--- config.mk ---
export PLATFORM = sky130hd
export DESIGN_NAME = utf8_sort_quote_recoder
export DESIGN_NICKNAME = d
export VERILOG_FILES = /design/src/rtl/usqr_pkg.sv /design/src/rtl/usqr_front.sv /design/src/rtl/usqr_queue.sv /design/src/rtl/usqr_back.sv /design/src/rtl/utf8_sort_quote_recoder.sv
export SDC_FILE = /design/constraint.sdc
export NUM_CORES = 1
export LEC_CHECK = 0
export BUFFER_PORTS_ARGS = -buffer_cell sky130_fd_sc_hd__buf_2
export CORE_UTILIZATION = 58
export DETAILED_ROUTE_END_ITERATION = 12
export HOLD_SLACK_MARGIN = 0.05
export PLACE_DENSITY = 0.79
export SYNTH_ARGS = -nofsm -noshare
export SYNTH_HDL_FRONTEND = slang
export SYNTH_SLANG_ARGS = --single-unit
--- constraint.sdc ---
create_clock -name clk -period 8.9 [get_ports clk]
set_input_delay 0.89 -clock clk [delete_from_list [all_inputs] [get_ports clk]]
set_output_delay 0.89 -clock clk [all_outputs]
set_load 0.02 [all_outputs]
--- src/rtl/usqr_pkg.sv ---
// ----------------------------------------------------------------------------
// usqr_pkg
// Shared types and constants of the UTF-8 sort-quote recoder: the work entry
// passed from the decoder front to the byte emitter, and the fixed byte codes.
// ----------------------------------------------------------------------------
`default_nettype none

package usqr_pkg;

	localparam int CP_W = 21;

	// Code point constants
	localparam logic [CP_W-1:0] REPL_CP     = 21'h00FFFD;
	localparam logic [CP_W-1:0] QUOTE_LIMIT = 21'h00D800;
	localparam logic [CP_W-1:0] BMP_MAX     = 21'h00FFFF;
	localparam logic [CP_W-1:0] FIVE_DIGIT  = 21'd10000;

	// Output byte codes
	localparam logic [7:0] BYTE_BSL  = 8'h5C;
	localparam logic [7:0] BYTE_U    = 8'h75;
	localparam logic [7:0] BYTE_ZERO = 8'h30;

	// Decimal weights by digit position; positions above four are unused
	localparam logic [16:0] POW10 [8] = '{
		17'd1, 17'd10, 17'd100, 17'd1000, 17'd10000, 17'd0, 17'd0, 17'd0
	};

	// One decoded input beat: replacement code points before, an optional
	// code point in the middle, replacement code points after.
	typedef struct packed {
		logic [1:0]      pre;
		logic            mid;
		logic [CP_W-1:0] cp;
		logic [1:0]      post;
		logic            last;
	} entry_t;

endpackage

`default_nettype wire

--- src/rtl/usqr_front.sv ---
// ----------------------------------------------------------------------------
// usqr_front
// UTF-8 decoder front: accepts input beats, tracks the open sequence and
// turns each beat that yields code points into one work entry for the emitter.
// ----------------------------------------------------------------------------
`default_nettype none

module usqr_front (
	input  wire logic            clk,
	input  wire logic            arst_n,
	input  wire logic            in_valid,
	output      logic            in_stall,
	input  wire logic [7:0]      in_byte,
	input  wire logic            end_of_string,
	output      logic            q_valid,
	input  wire logic            q_stall,
	output      usqr_pkg::entry_t q_data
);
	import usqr_pkg::*;

	logic [CP_W-1:0] partial_q, nxt_partial, ext_partial;
	logic [1:0]      need_q, nxt_need;
	logic [1:0]      taken_q, nxt_taken, inc_taken;
	logic            cont, open_seq, accept;
	entry_t          ent;

	assign cont        = (in_byte[7:6] == 2'b10);
	assign open_seq    = (need_q != 2'd0);
	assign ext_partial = {partial_q[CP_W-7:0], in_byte[5:0]};
	assign inc_taken   = taken_q + 2'd1;

	always_comb begin
		ent         = '0;
		nxt_partial = partial_q;
		nxt_need    = need_q;
		nxt_taken   = taken_q;
		if (open_seq && cont) begin
			if (inc_taken >= need_q) begin
				ent.mid     = 1'b1;
				ent.cp      = ext_partial;
				nxt_partial = '0;
				nxt_need    = 2'd0;
				nxt_taken   = 2'd0;
			end else begin
				nxt_partial = ext_partial;
				nxt_taken   = inc_taken;
			end
		end else begin
			// broken sequence: one replacement for the lead and each continuation
			if (open_seq) begin
				ent.pre = inc_taken;
			end
			nxt_partial = '0;
			nxt_need    = 2'd0;
			nxt_taken   = 2'd0;
			priority if (!in_byte[7]) begin
				ent.mid = 1'b1;
				ent.cp  = {13'd0, in_byte};
			end else if (in_byte[7:5] == 3'b110) begin
				nxt_partial = {16'd0, in_byte[4:0]};
				nxt_need    = 2'd1;
			end else if (in_byte[7:4] == 4'b1110) begin
				nxt_partial = {17'd0, in_byte[3:0]};
				nxt_need    = 2'd2;
			end else if (in_byte[7:3] == 5'b11110) begin
				nxt_partial = {18'd0, in_byte[2:0]};
				nxt_need    = 2'd3;
			end else begin
				ent.mid = 1'b1;
				ent.cp  = REPL_CP;
			end
		end
		// flush a sequence left open at string end
		if (end_of_string && nxt_need != 2'd0) begin
			ent.post    = nxt_taken + 2'd1;
			nxt_partial = '0;
			nxt_need    = 2'd0;
			nxt_taken   = 2'd0;
		end
		ent.last = end_of_string;
	end

	assign in_stall = q_stall;
	assign accept   = in_valid && !in_stall;
	assign q_valid  = in_valid && (ent.pre != 2'd0 || ent.mid || ent.post != 2'd0);
	assign q_data   = ent;

	always_ff @(posedge clk or negedge arst_n) begin
		if (!arst_n) begin
			partial_q <= '0;
			need_q    <= 2'd0;
			taken_q   <= 2'd0;
		end else if (accept) begin
			partial_q <= nxt_partial;
			need_q    <= nxt_need;
			taken_q   <= nxt_taken;
		end
	end

endmodule

`default_nettype wire

--- src/rtl/usqr_queue.sv ---
// ----------------------------------------------------------------------------
// usqr_queue
// Short register queue of work entries between decoder front and emitter.
// ----------------------------------------------------------------------------
`default_nettype none

module usqr_queue #(
	parameter int DEPTH = 2
) (
	input  wire logic             clk,
	input  wire logic             arst_n,
	input  wire logic             wr_valid,
	output      logic             wr_stall,
	input  wire usqr_pkg::entry_t wr_data,
	output      logic             rd_valid,
	input  wire logic             rd_stall,
	output      usqr_pkg::entry_t rd_data
);
	import usqr_pkg::*;

	localparam int PW = (DEPTH > 1) ? $clog2(DEPTH) : 1;
	localparam int CW = $clog2(DEPTH + 1);

	entry_t        mem_q [DEPTH];
	logic [PW-1:0] wr_ptr_q, rd_ptr_q;
	logic [CW-1:0] count_q;
	logic          push, pop;

	assign wr_stall = (count_q == CW'(DEPTH));
	assign rd_valid = (count_q != '0);
	assign rd_data  = mem_q[rd_ptr_q];
	assign push     = wr_valid && !wr_stall;
	assign pop      = rd_valid && !rd_stall;

	always_ff @(posedge clk or negedge arst_n) begin
		if (!arst_n) begin
			wr_ptr_q <= '0;
			rd_ptr_q <= '0;
			count_q  <= '0;
		end else begin
			if (push) begin
				wr_ptr_q <= (wr_ptr_q == PW'(DEPTH - 1)) ? '0 : wr_ptr_q + PW'(1);
			end
			if (pop) begin
				rd_ptr_q <= (rd_ptr_q == PW'(DEPTH - 1)) ? '0 : rd_ptr_q + PW'(1);
			end
			if (push && !pop) begin
				count_q <= count_q + CW'(1);
			end else if (pop && !push) begin
				count_q <= count_q - CW'(1);
			end
		end
	end

	always_ff @(posedge clk) begin
		if (push) begin
			mem_q[wr_ptr_q] <= wr_data;
		end
	end

endmodule

`default_nettype wire

--- src/rtl/usqr_back.sv ---
// ----------------------------------------------------------------------------
// usqr_back
// Byte emitter: walks the code points of each work entry and writes them out
// one byte per cycle while out_stall is low, as backslash-u decimal or as UTF-8.
// ----------------------------------------------------------------------------
`default_nettype none

module usqr_back (
	input  wire logic             clk,
	input  wire logic             arst_n,
	input  wire logic             rd_valid,
	output      logic             rd_stall,
	input  wire usqr_pkg::entry_t rd_data,
	output      logic             out_valid,
	input  wire logic             out_stall,
	output      logic [7:0]       out_byte,
	output      logic             run_last,
	output      logic             string_last
);
	import usqr_pkg::*;

	// entry bookkeeping
	logic [1:0]      pre_q, post_q;
	logic            mid_q, last_q;
	logic [CP_W-1:0] cp_q;
	// code point being emitted
	logic            em_act_q;
	logic [CP_W-1:0] ecp_q;
	logic [2:0]      step_q;
	logic            quote_q, long_q;
	logic [15:0]     rem_q;
	// output register
	logic            ov_q, rl_q, sl_q;
	logic [7:0]      ob_q;

	logic            adv, fire, at_end, cp_done, ent_more, take, pop, load;
	logic [2:0]      last_step, pos;
	logic [16:0]     pw, sub;
	logic [3:0]      dig;
	logic [7:0]      byte_nx;
	logic [1:0]      src_pre, src_post, new_pre, new_post;
	logic            src_mid, src_last, new_mid;
	logic [CP_W-1:0] src_cp, lcp;
	logic            l_quote, l_long;

	assign adv       = !ov_q || !out_stall;
	assign fire      = em_act_q && adv;
	assign last_step = quote_q ? (long_q ? 3'd6 : 3'd5) : (long_q ? 3'd3 : 3'd2);
	assign at_end    = (step_q == last_step);
	assign cp_done   = fire && at_end;
	assign ent_more  = (pre_q != 2'd0) || mid_q || (post_q != 2'd0);
	assign take      = !em_act_q || (cp_done && !ent_more);
	assign rd_stall  = !take;
	assign pop       = rd_valid && take;
	assign load      = pop || (cp_done && ent_more);

	// decimal digit at the current position, most significant first
	assign pos = long_q ? (3'd6 - step_q) : (3'd5 - step_q);
	assign pw  = POW10[pos];

	always_comb begin
		dig = 4'd0;
		sub = '0;
		for (int d = 1; d < 10; d++) begin
			if ({1'b0, rem_q} >= pw * 17'(d)) begin
				dig = 4'(d);
				sub = pw * 17'(d);
			end
		end
	end

	always_comb begin
		if (quote_q) begin
			unique case (step_q)
				3'd0:    byte_nx = BYTE_BSL;
				3'd1:    byte_nx = BYTE_U;
				default: byte_nx = BYTE_ZERO | {4'd0, dig};
			endcase
		end else if (long_q) begin
			unique case (step_q)
				3'd0:    byte_nx = {5'b11110, ecp_q[20:18]};
				3'd1:    byte_nx = {2'b10, ecp_q[17:12]};
				3'd2:    byte_nx = {2'b10, ecp_q[11:6]};
				default: byte_nx = {2'b10, ecp_q[5:0]};
			endcase
		end else begin
			unique case (step_q)
				3'd0:    byte_nx = {4'hE, ecp_q[15:12]};
				3'd1:    byte_nx = {2'b10, ecp_q[11:6]};
				default: byte_nx = {2'b10, ecp_q[5:0]};
			endcase
		end
	end

	// pick the next code point from a fresh entry or the current one
	always_comb begin
		if (pop) begin
			src_pre  = rd_data.pre;
			src_mid  = rd_data.mid;
			src_cp   = rd_data.cp;
			src_post = rd_data.post;
			src_last = rd_data.last;
		end else begin
			src_pre  = pre_q;
			src_mid  = mid_q;
			src_cp   = cp_q;
			src_post = post_q;
			src_last = last_q;
		end
		new_pre  = src_pre;
		new_mid  = src_mid;
		new_post = src_post;
		priority if (src_pre != 2'd0) begin
			lcp     = REPL_CP;
			new_pre = src_pre - 2'd1;
		end else if (src_mid) begin
			lcp     = src_cp;
			new_mid = 1'b0;
		end else begin
			lcp      = REPL_CP;
			new_post = src_post - 2'd1;
		end
		l_quote = (lcp < QUOTE_LIMIT);
		l_long  = l_quote ? (lcp >= FIVE_DIGIT) : (lcp > BMP_MAX);
	end

	always_ff @(posedge clk or negedge arst_n) begin
		if (!arst_n) begin
			em_act_q <= 1'b0;
			ov_q     <= 1'b0;
			pre_q    <= 2'd0;
			mid_q    <= 1'b0;
			post_q   <= 2'd0;
			last_q   <= 1'b0;
			step_q   <= 3'd0;
		end else begin
			if (load) begin
				em_act_q <= 1'b1;
				step_q   <= 3'd0;
				pre_q    <= new_pre;
				mid_q    <= new_mid;
				post_q   <= new_post;
				last_q   <= src_last;
			end else if (take) begin
				em_act_q <= 1'b0;
			end else if (fire) begin
				step_q <= step_q + 3'd1;
			end
			if (adv) begin
				ov_q <= em_act_q;
			end
		end
	end

	always_ff @(posedge clk) begin
		if (load) begin
			ecp_q   <= lcp;
			quote_q <= l_quote;
			long_q  <= l_long;
			rem_q   <= lcp[15:0];
			cp_q    <= src_cp;
		end else if (fire && quote_q && step_q >= 3'd2) begin
			rem_q <= 16'({1'b0, rem_q} - sub);
		end
		if (adv) begin
			ob_q <= byte_nx;
			rl_q <= at_end && !ent_more;
			sl_q <= at_end && !ent_more && last_q;
		end
	end

	assign out_valid   = ov_q;
	assign out_byte    = ob_q;
	assign run_last    = rl_q;
	assign string_last = sl_q;

endmodule

`default_nettype wire

--- src/rtl/utf8_sort_quote_recoder.sv ---
// ----------------------------------------------------------------------------
// utf8_sort_quote_recoder
// Decodes a UTF-8 byte string into code points, replacing malformed input
// with U+FFFD, and writes each code point below U+D800 as backslash-u and a
// decimal number of at least four digits, any other as UTF-8.
// ----------------------------------------------------------------------------
//
//  Channel | Handshake          | Payload                              | Beat
//  --------+--------------------+--------------------------------------+------------------
//  input   | in_valid/in_stall  | in_byte, end_of_string               | one string byte
//  output  | out_valid/out_stall| out_byte, run_last, string_last      | one output byte
//
// The output side writes one byte per cycle while out_stall is low; an input
// beat yields 6 output bytes for ASCII, 0 to 15 in general. The decoder front
// takes a beat every cycle until the entry queue (QUEUE_DEPTH entries) fills,
// then stalls. Reset is asynchronous and clears the open sequence, the queue
// and the output register; no clearing pass follows. out_stall only holds
// the emitter, never the front directly.
// ----------------------------------------------------------------------------
`default_nettype none

module utf8_sort_quote_recoder #(
	parameter int QUEUE_DEPTH = 2
) (
	input  wire logic       clk,
	input  wire logic       arst_n,
	input  wire logic       in_valid,
	output      logic       in_stall,
	input  wire logic [7:0] in_byte,
	input  wire logic       end_of_string,
	output      logic       out_valid,
	input  wire logic       out_stall,
	output      logic [7:0] out_byte,
	output      logic       run_last,
	output      logic       string_last
);
	import usqr_pkg::*;

	// decoded entries: front to queue, queue to emitter
	logic   fq_valid, fq_stall;
	entry_t fq_data;
	logic   qb_valid, qb_stall;
	entry_t qb_data;

	// Decode each accepted byte and push its work entry; absorbed bytes push nothing.
	usqr_front u_front (
		.clk           (clk),
		.arst_n        (arst_n),
		.in_valid      (in_valid),
		.in_stall      (in_stall),
		.in_byte       (in_byte),
		.end_of_string (end_of_string),
		.q_valid       (fq_valid),
		.q_stall       (fq_stall),
		.q_data        (fq_data)
	);

	// Hold entries so the front keeps taking bytes while the emitter drains.
	usqr_queue #(
		.DEPTH (QUEUE_DEPTH)
	) u_queue (
		.clk      (clk),
		.arst_n   (arst_n),
		.wr_valid (fq_valid),
		.wr_stall (fq_stall),
		.wr_data  (fq_data),
		.rd_valid (qb_valid),
		.rd_stall (qb_stall),
		.rd_data  (qb_data)
	);

	// Expand each entry into output bytes, one per cycle while out_stall is low, with
	// no gap between code points or between entries already waiting in the queue.
	usqr_back u_back (
		.clk         (clk),
		.arst_n      (arst_n),
		.rd_valid    (qb_valid),
		.rd_stall    (qb_stall),
		.rd_data     (qb_data),
		.out_valid   (out_valid),
		.out_stall   (out_stall),
		.out_byte    (out_byte),
		.run_last    (run_last),
		.string_last (string_last)
	);

endmodule

`default_nettype wire

==> metrics.md, run 1 <==
| Metric | Value |
|---|---|
| CTS Root Cell | `clkbuf_16` |
| Average wire per standard cell | `22.9 um` |
| Syn Std Cell Area | `0.0125 mm2` |
| I/O Buffers | `24` |
| Final setup vio count | `0` |
| Core area | `0.0211 mm2` |
| Max Clk Rate | `0.117 GHz` |
| Largest area contributor in the netlist | `edfxtp_1` |
| Fillers | `approximately 1,700` |
| First-pass GRT wire length | `between 50 and 60 mm` |
| Synth Flop Type | `edfxtp_1` |
| DRT Wirelength | `37.3 mm` |
| Area grow syn2layout | `9.98%` |
| Top-area cell type share of the netlist area | `29.8%` |
| Vias in the first global route | `10,400` |
| Post-Synthesis Cells | `roughly 1,300` |
| Synth warn | `0` |
| CP Capture Type | `flip-flop` |
| Tightest Pin Transition | `roughly 1.0 ns` |
| Die Ht | `~150 um` |
| Fin nets | `1,520` |
| Synth area leaders | `edfxtp_1 (30%), ha_1 (16%), dfrtp_1 (6.8%)` |
| Vias | `10,900` |
| Most common cell after layout, fill and taps aside | `ha_1` |
| Worst-path clk slew | `0.07 ns` |
| Seq cells post-synth | `between 150 and 200` |
| Crit path launch type | `flip-flop` |
| Fin. max-slew vios | `0` |
| Netlist cell types | `between 80 and 90` |
| Skew-Pair Late Insertion Delay | `about 0.42 ns` |
| Status | `finished, final reports clean` |
| Aggregate global-route resource usage | `34.4%` |
| Gpl congestion | `1.06` |
| TritonCTS Buffers | `17` |
| Rel. slew slack | `33.3%` |
| I/O pin cnt | `25` |
| Share of cells above drive strength 1 | `11.9%` |
| Worst Hold Margin | `0.499 ns` |
| Fin crit share | `95.8%` |
| DRT Pass-1 Iters | `6` |
| CP max-delay cell | `dfrtp_2` |
| Setup CP Type | `reg2reg` |
| Final Core Density | `65.3%` |
| H-Tree Depth | `4` |
| Critical Path RT | `9.05 ns` |
| Crit path DAT | `8.68 ns` |
| Initial Util | `between 50 and 60%` |
| Setup TNS | `0 ns` |
| Worst Skew | `0.0117 ns` |
| Final global-route overflow total | `0` |
| Antenna violations before repair | `0` |
| Area of the die | `around 0.022 mm2` |
| Clk buf depth | `2` |
| Most frequent cells in the layout | `ha_1 (157), edfxtp_1 (124), nand2_1 (108)` |
| Starting DRC count in detailed routing | `1,143` |
| Pin count of the biggest net entering global routing | `between 50 and 60` |
| # DRC | `0` |
| Vias per inst | `6.66` |
| Area of the multi-input gates | `around 0.0075 mm2` |
| Final hold vios | `0` |
| Ys async rst share | `between 20% and 30%` |
| Register Area | `0.00458 mm2` |
| Final Critical Period | `8.52 ns` |
| Seq/Total Area, Yosys | `between 30% and 40%` |
| Die W | `about 150 um` |
| Row count | `53` |
| Max cap viols | `0` |
| Max stage delay on crit path | `0.45 ns` |
| Antenna viol nets, final | `0` |
| TritonCTS clock tree | `yes` |
| DP Wirelength | `between 20 and 30 mm` |
| Critical Path Fanout Max | `9` |
| Mean Syn Cell Area | `9.66 um2` |
| Post-synth EDFFs | `124` |
| Clock Sink Count | `158` |
| Min-delay worst type | `reg2reg` |
[stage by stage]
step                worst slack, ns  area (um2)  std cells
floorplan                    0.0435       12500       1299
global placement              0.365       13100       1594
detailed placement            0.234       13100       1594
CTS                           0.174       13700       1626
global route                -0.0235       13800       1629
finish                        0.376       13800       1631
[flip-flops by register name, summed over array words and instances (netlist names), 2 cells and up]
signal             cells
u_queue.mem_q         54
u_back.cp_q           21
u_back.ecp_q          21
u_back.rem_q          16
u_front.partial_q     15
u_back.out_byte        8
u_back.step_q          3
u_back.post_q          2
u_back.pre_q           2
u_front.need_q         2
u_front.taken_q        2
u_queue.count_q        2
[cells by family after synthesis]
logic type	Yosys count	synth area share, %
compound gates	395	21.6
xor+xnor	47	3.40
fa+ha+maj	166	17.1
buf+inv	123	4.12
flops	158	36.6
mux	33	2.69
other cells	2	0.0600
simple gates	372	14.5
[routing by layer]
layer | wire length (um) | up-vias | track usage [%]
li1 | - | 4956 | -
met1 | 16300 | 5205 | 49.5
met2 | 16200 | 595 | 50.6
met3 | 3880 | 106 | 8.41
met4 | 1010 | 0 | 10.6
met5 | 0 | - | 0
[path summary, 6_finish.rpt]
kind / slack [ns] / end / startpoint / depth (start not counted)
setup / recovery: 0.38 / u_back.rem_q[13]$_DFFE_PP_ / u_back.step_q[0]$_DFFE_PN0P_ / 34
hold / removal: 0.50 / u_back.last_q$_DFFE_PN0P_ / u_back.last_q$_DFFE_PN0P_ / 2
setup reg to reg: 0.38 / u_back.rem_q[13]$_DFFE_PP_ / u_back.step_q[0]$_DFFE_PN0P_ / 34
hold reg to reg: 0.50 / u_back.last_q$_DFFE_PN0P_ / u_back.last_q$_DFFE_PN0P_ / 2
max in group asynchronous: 7.75 / u_back.step_q[0]$_DFFE_PN0P_ / arst_n / 1
min in group asynchronous: 0.57 / u_back.out_valid$_DFFE_PN0N_ / arst_n / 1
[timing repair]
item,CTS,global route
hold endpoints to repair,0,0
resized for setup,0,18
buffers inserted,0,3
hold buffers,0,0
setup endpoints to repair,0,6
[layout make-up]
type | instances | share of cell area (%)
well taps | 275 | 2.50
clock buffers | 18 | 3.12
flip-flops and latches | 158 | 33.3
diodes | 2 | 0.0364
inverters | 73 | 2.05
repair buffers | 73 | 3.55
clock inverters | 14 | 0.955
multi-input cells | 1018 | 54.5
[synthesized netlist by cell type (14+ instances only)]
cell / n
a211oi_1: 16
a21o_1: 29
a21oi_1: 82
a22o_1: 15
a31oi_1: 15
and2_1: 17
clkbuf_1: 30
dfrtp_1: 34
edfxtp_1: 124
ha_1: 158
inv_1: 70
mux2i_1: 28
nand2_1: 109
nand2b_1: 26
nand3_1: 37
nor2_1: 85
nor2b_1: 21
nor3_1: 29
o21a_1: 18
o21ai_0: 82
o21ai_1: 14
xnor2_1: 26
xor2_1: 20
[critical path: cells and delay by family, from the launching register on]
kind	cells	cell delay, ns
XOR/XNOR	2	0.50
buffers and inverters	2	0.53
flip-flops	1	0.45
adder cells (fa/ha/maj)	5	1.49
AND/OR/NAND/NOR	3	0.54
AO/OA/AOI/OAI	22	4.73
Power of run 1 is left out: the tool's default activity adds up to more than one toggle a clock period on the data nets, which glitch-free logic cannot reach.
==> run 2: changes to the inputs <==
- CORE_UTILIZATION: 58 -> 55
- PLACE_DENSITY: 0.79 -> 0.73
- clock period: 8.9 -> 9.29 ns (I/O delays scaled with it)
==> run 2 against run 1 <==
Register-to-register slack better by 0.19 ns. Maximum frequency is 2.3% lower. Critical path depth is 5 higher. First-iteration DRC count is 15% lower. Via count is 1.9% lower. Clock-buffer cell count is 1 higher. Highest routed layer unchanged.
==> metrics.md, run 2 (same netlist as run 1, synthesis figures left out) <==
| Metric | Value |
|---|---|
| Status | `finished, final reports clean` |
| Post-cts sizing count | `0` |
| Setup CP Type | `reg2reg` |
| Most common cell after layout, fill and taps aside | `ha_1` |
| Final Critical Period | `8.72 ns` |
| Antenna violations before repair | `0` |
| Worst Skew | `0.00934 ns` |
| Max Clk Rate | `roughly 0.11 GHz` |
| Min-delay worst type | `reg2reg` |
| Clk buf depth | `2` |
| Reg with most FFs | `u_queue.mem_q` |
| Fin nets | `1,514` |
| I/O Buffers | `24` |
| Die W | `153 um` |
| TritonCTS Buffers | `17` |
| Vias per inst | `about 6.5` |
| H-Tree Depth | `4` |
| Final global-route overflow total | `0` |
| Clock Sink Count | `about 160` |
| Crit path DAT | `about 9 ns` |
| Max stage delay on crit path | `0.60 ns` |
| CTS Root Cell | `clkbuf_16` |
| Aggregate global-route resource usage | `32.6%` |
| Max cap viols | `0` |
| Fin crit share | `93.9%` |
| Setup Fix Bufs, Post-CTS | `0` |
| Crit path launch type | `flip-flop` |
| Share of cells above drive strength 1 | `10.5%` |
| Vias | `10,700` |
| Setup TNS | `0 ns` |
| Initial Util | `56.6%` |
| DRT Pass-1 Iters | `6` |
| Core area | `0.0221 mm2` |
| # DRC | `0` |
| DRT Wirelength | `37.0 mm` |
| # hold bufs at CTS | `0` |
| Max reg flops | `54` |
| Most common cell on crit path | `ha_1` |
| Final setup vio count | `0` |
| Fillers | `1,853` |
| RSZ-0062 raised after global routing | `false` |
| Rel. slew slack | `a little over 30%` |
| I/O pin cnt | `25` |
| Gpl congestion | `1.05` |
| Row count | `between 50 and 60` |
| Antenna viol nets, final | `0` |
| First-pass GRT wire length | `58.4 mm` |
| Vias in the first global route | `about 10,000` |
| Worst-path clk slew | `0.07 ns` |
| Area of the die | `0.0234 mm2` |
| Top flop regs | `u_queue.mem_q (54), u_back.cp_q (21), u_back.ecp_q (21)` |
| ANT cells | `0` |
| TritonCTS clock tree | `yes` |
| CP Capture Type | `flip-flop` |
| Critical Path RT | `9.56 ns` |
| Skew-Pair Late Insertion Delay | `0.43 ns` |
| DP Wirelength | `28.4 mm` |
| Average wire per standard cell | `22.8 um` |
| Starting DRC count in detailed routing | `970` |
| CP max-delay cell | `fa_1` |
| Die Ht | `about 150 um` |
| Critical Path Fanout Max | `7` |
| Pin count of the biggest net entering global routing | `74` |
| Most frequent cells in the layout | `ha_1 (158), edfxtp_1 (124), nand2_1 (109)` |
| Final hold vios | `0` |
| Tightest Pin Transition | `1.04 ns` |
| Area grow syn2layout | `9.35%` |
| Fin. max-slew vios | `0` |
## run 2: layout make-up
class	instances	area [um2]	share of cell area, %
well taps	280	350	2.56
clock inverters	13	156	1.14
flip-flops and latches	158	4580	33.4
multi-input cells	1018	7450	54.5
inverters	73	274	2.00
repair buffers	67	443	3.24
clock buffers	19	433	3.16
## run 2: worst max-delay path: cells and delay by family, from the launching register on
family	cells	cell delay [ns]
XOR/XNOR	2	0.46
flip-flops	1	0.45
AO/OA/AOI/OAI	20	3.66
AND/OR/NAND/NOR	6	1.05
multiplexers	1	0.29
buffers and inverters	4	0.41
adder cells (fa/ha/maj)	6	2.22
## run 2: final timing paths
kind | startpoint | endpoint | slack, ns | cells after the start
min in group asynchronous | arst_n | u_queue.wr_ptr_q$_DFFE_PN0P_ | 0.61 | 1
hold reg to reg | u_back.last_q$_DFFE_PN0P_ | u_back.last_q$_DFFE_PN0P_ | 0.49 | 2
max in group asynchronous | arst_n | u_back.step_q[1]$_DFFE_PN0P_ | 8.08 | 1
setup / recovery | u_back.step_q[0]$_DFFE_PN0P_ | u_back.rem_q[15]$_DFFE_PP_ | 0.57 | 39
hold / removal | u_back.last_q$_DFFE_PN0P_ | u_back.last_q$_DFFE_PN0P_ | 0.49 | 2
setup reg to reg | u_back.step_q[0]$_DFFE_PN0P_ | u_back.rem_q[15]$_DFFE_PP_ | 0.57 | 39
## run 2: metrics by stage
step	hold WS, ns	cells	utilization, %	worst slack, ns	area [um2]
after floorplan	0.442	1299	-	0.310	12500
after global placement	0.456	1596	59.2	0.754	13100
after detailed placement	0.472	1596	59.2	0.426	13100
after CTS	0.486	1628	61.9	0.380	13700
after global routing	0.526	1628	61.9	0.00514	13700
final	0.486	1628	61.9	0.567	13700
## run 2: per-layer routing
layer / up-vias / GRT usage, % / share of wire, %
li1: 4953 / - / -
met1: 5175 / 42.1 / 42
met2: 424 / 54.3 / 47
met3: 99 / 4.76 / 6.8
met4: 0 / 14.7 / 4.0
met5: - / 0 / 0
Power of run 2 is left out for the same reason.
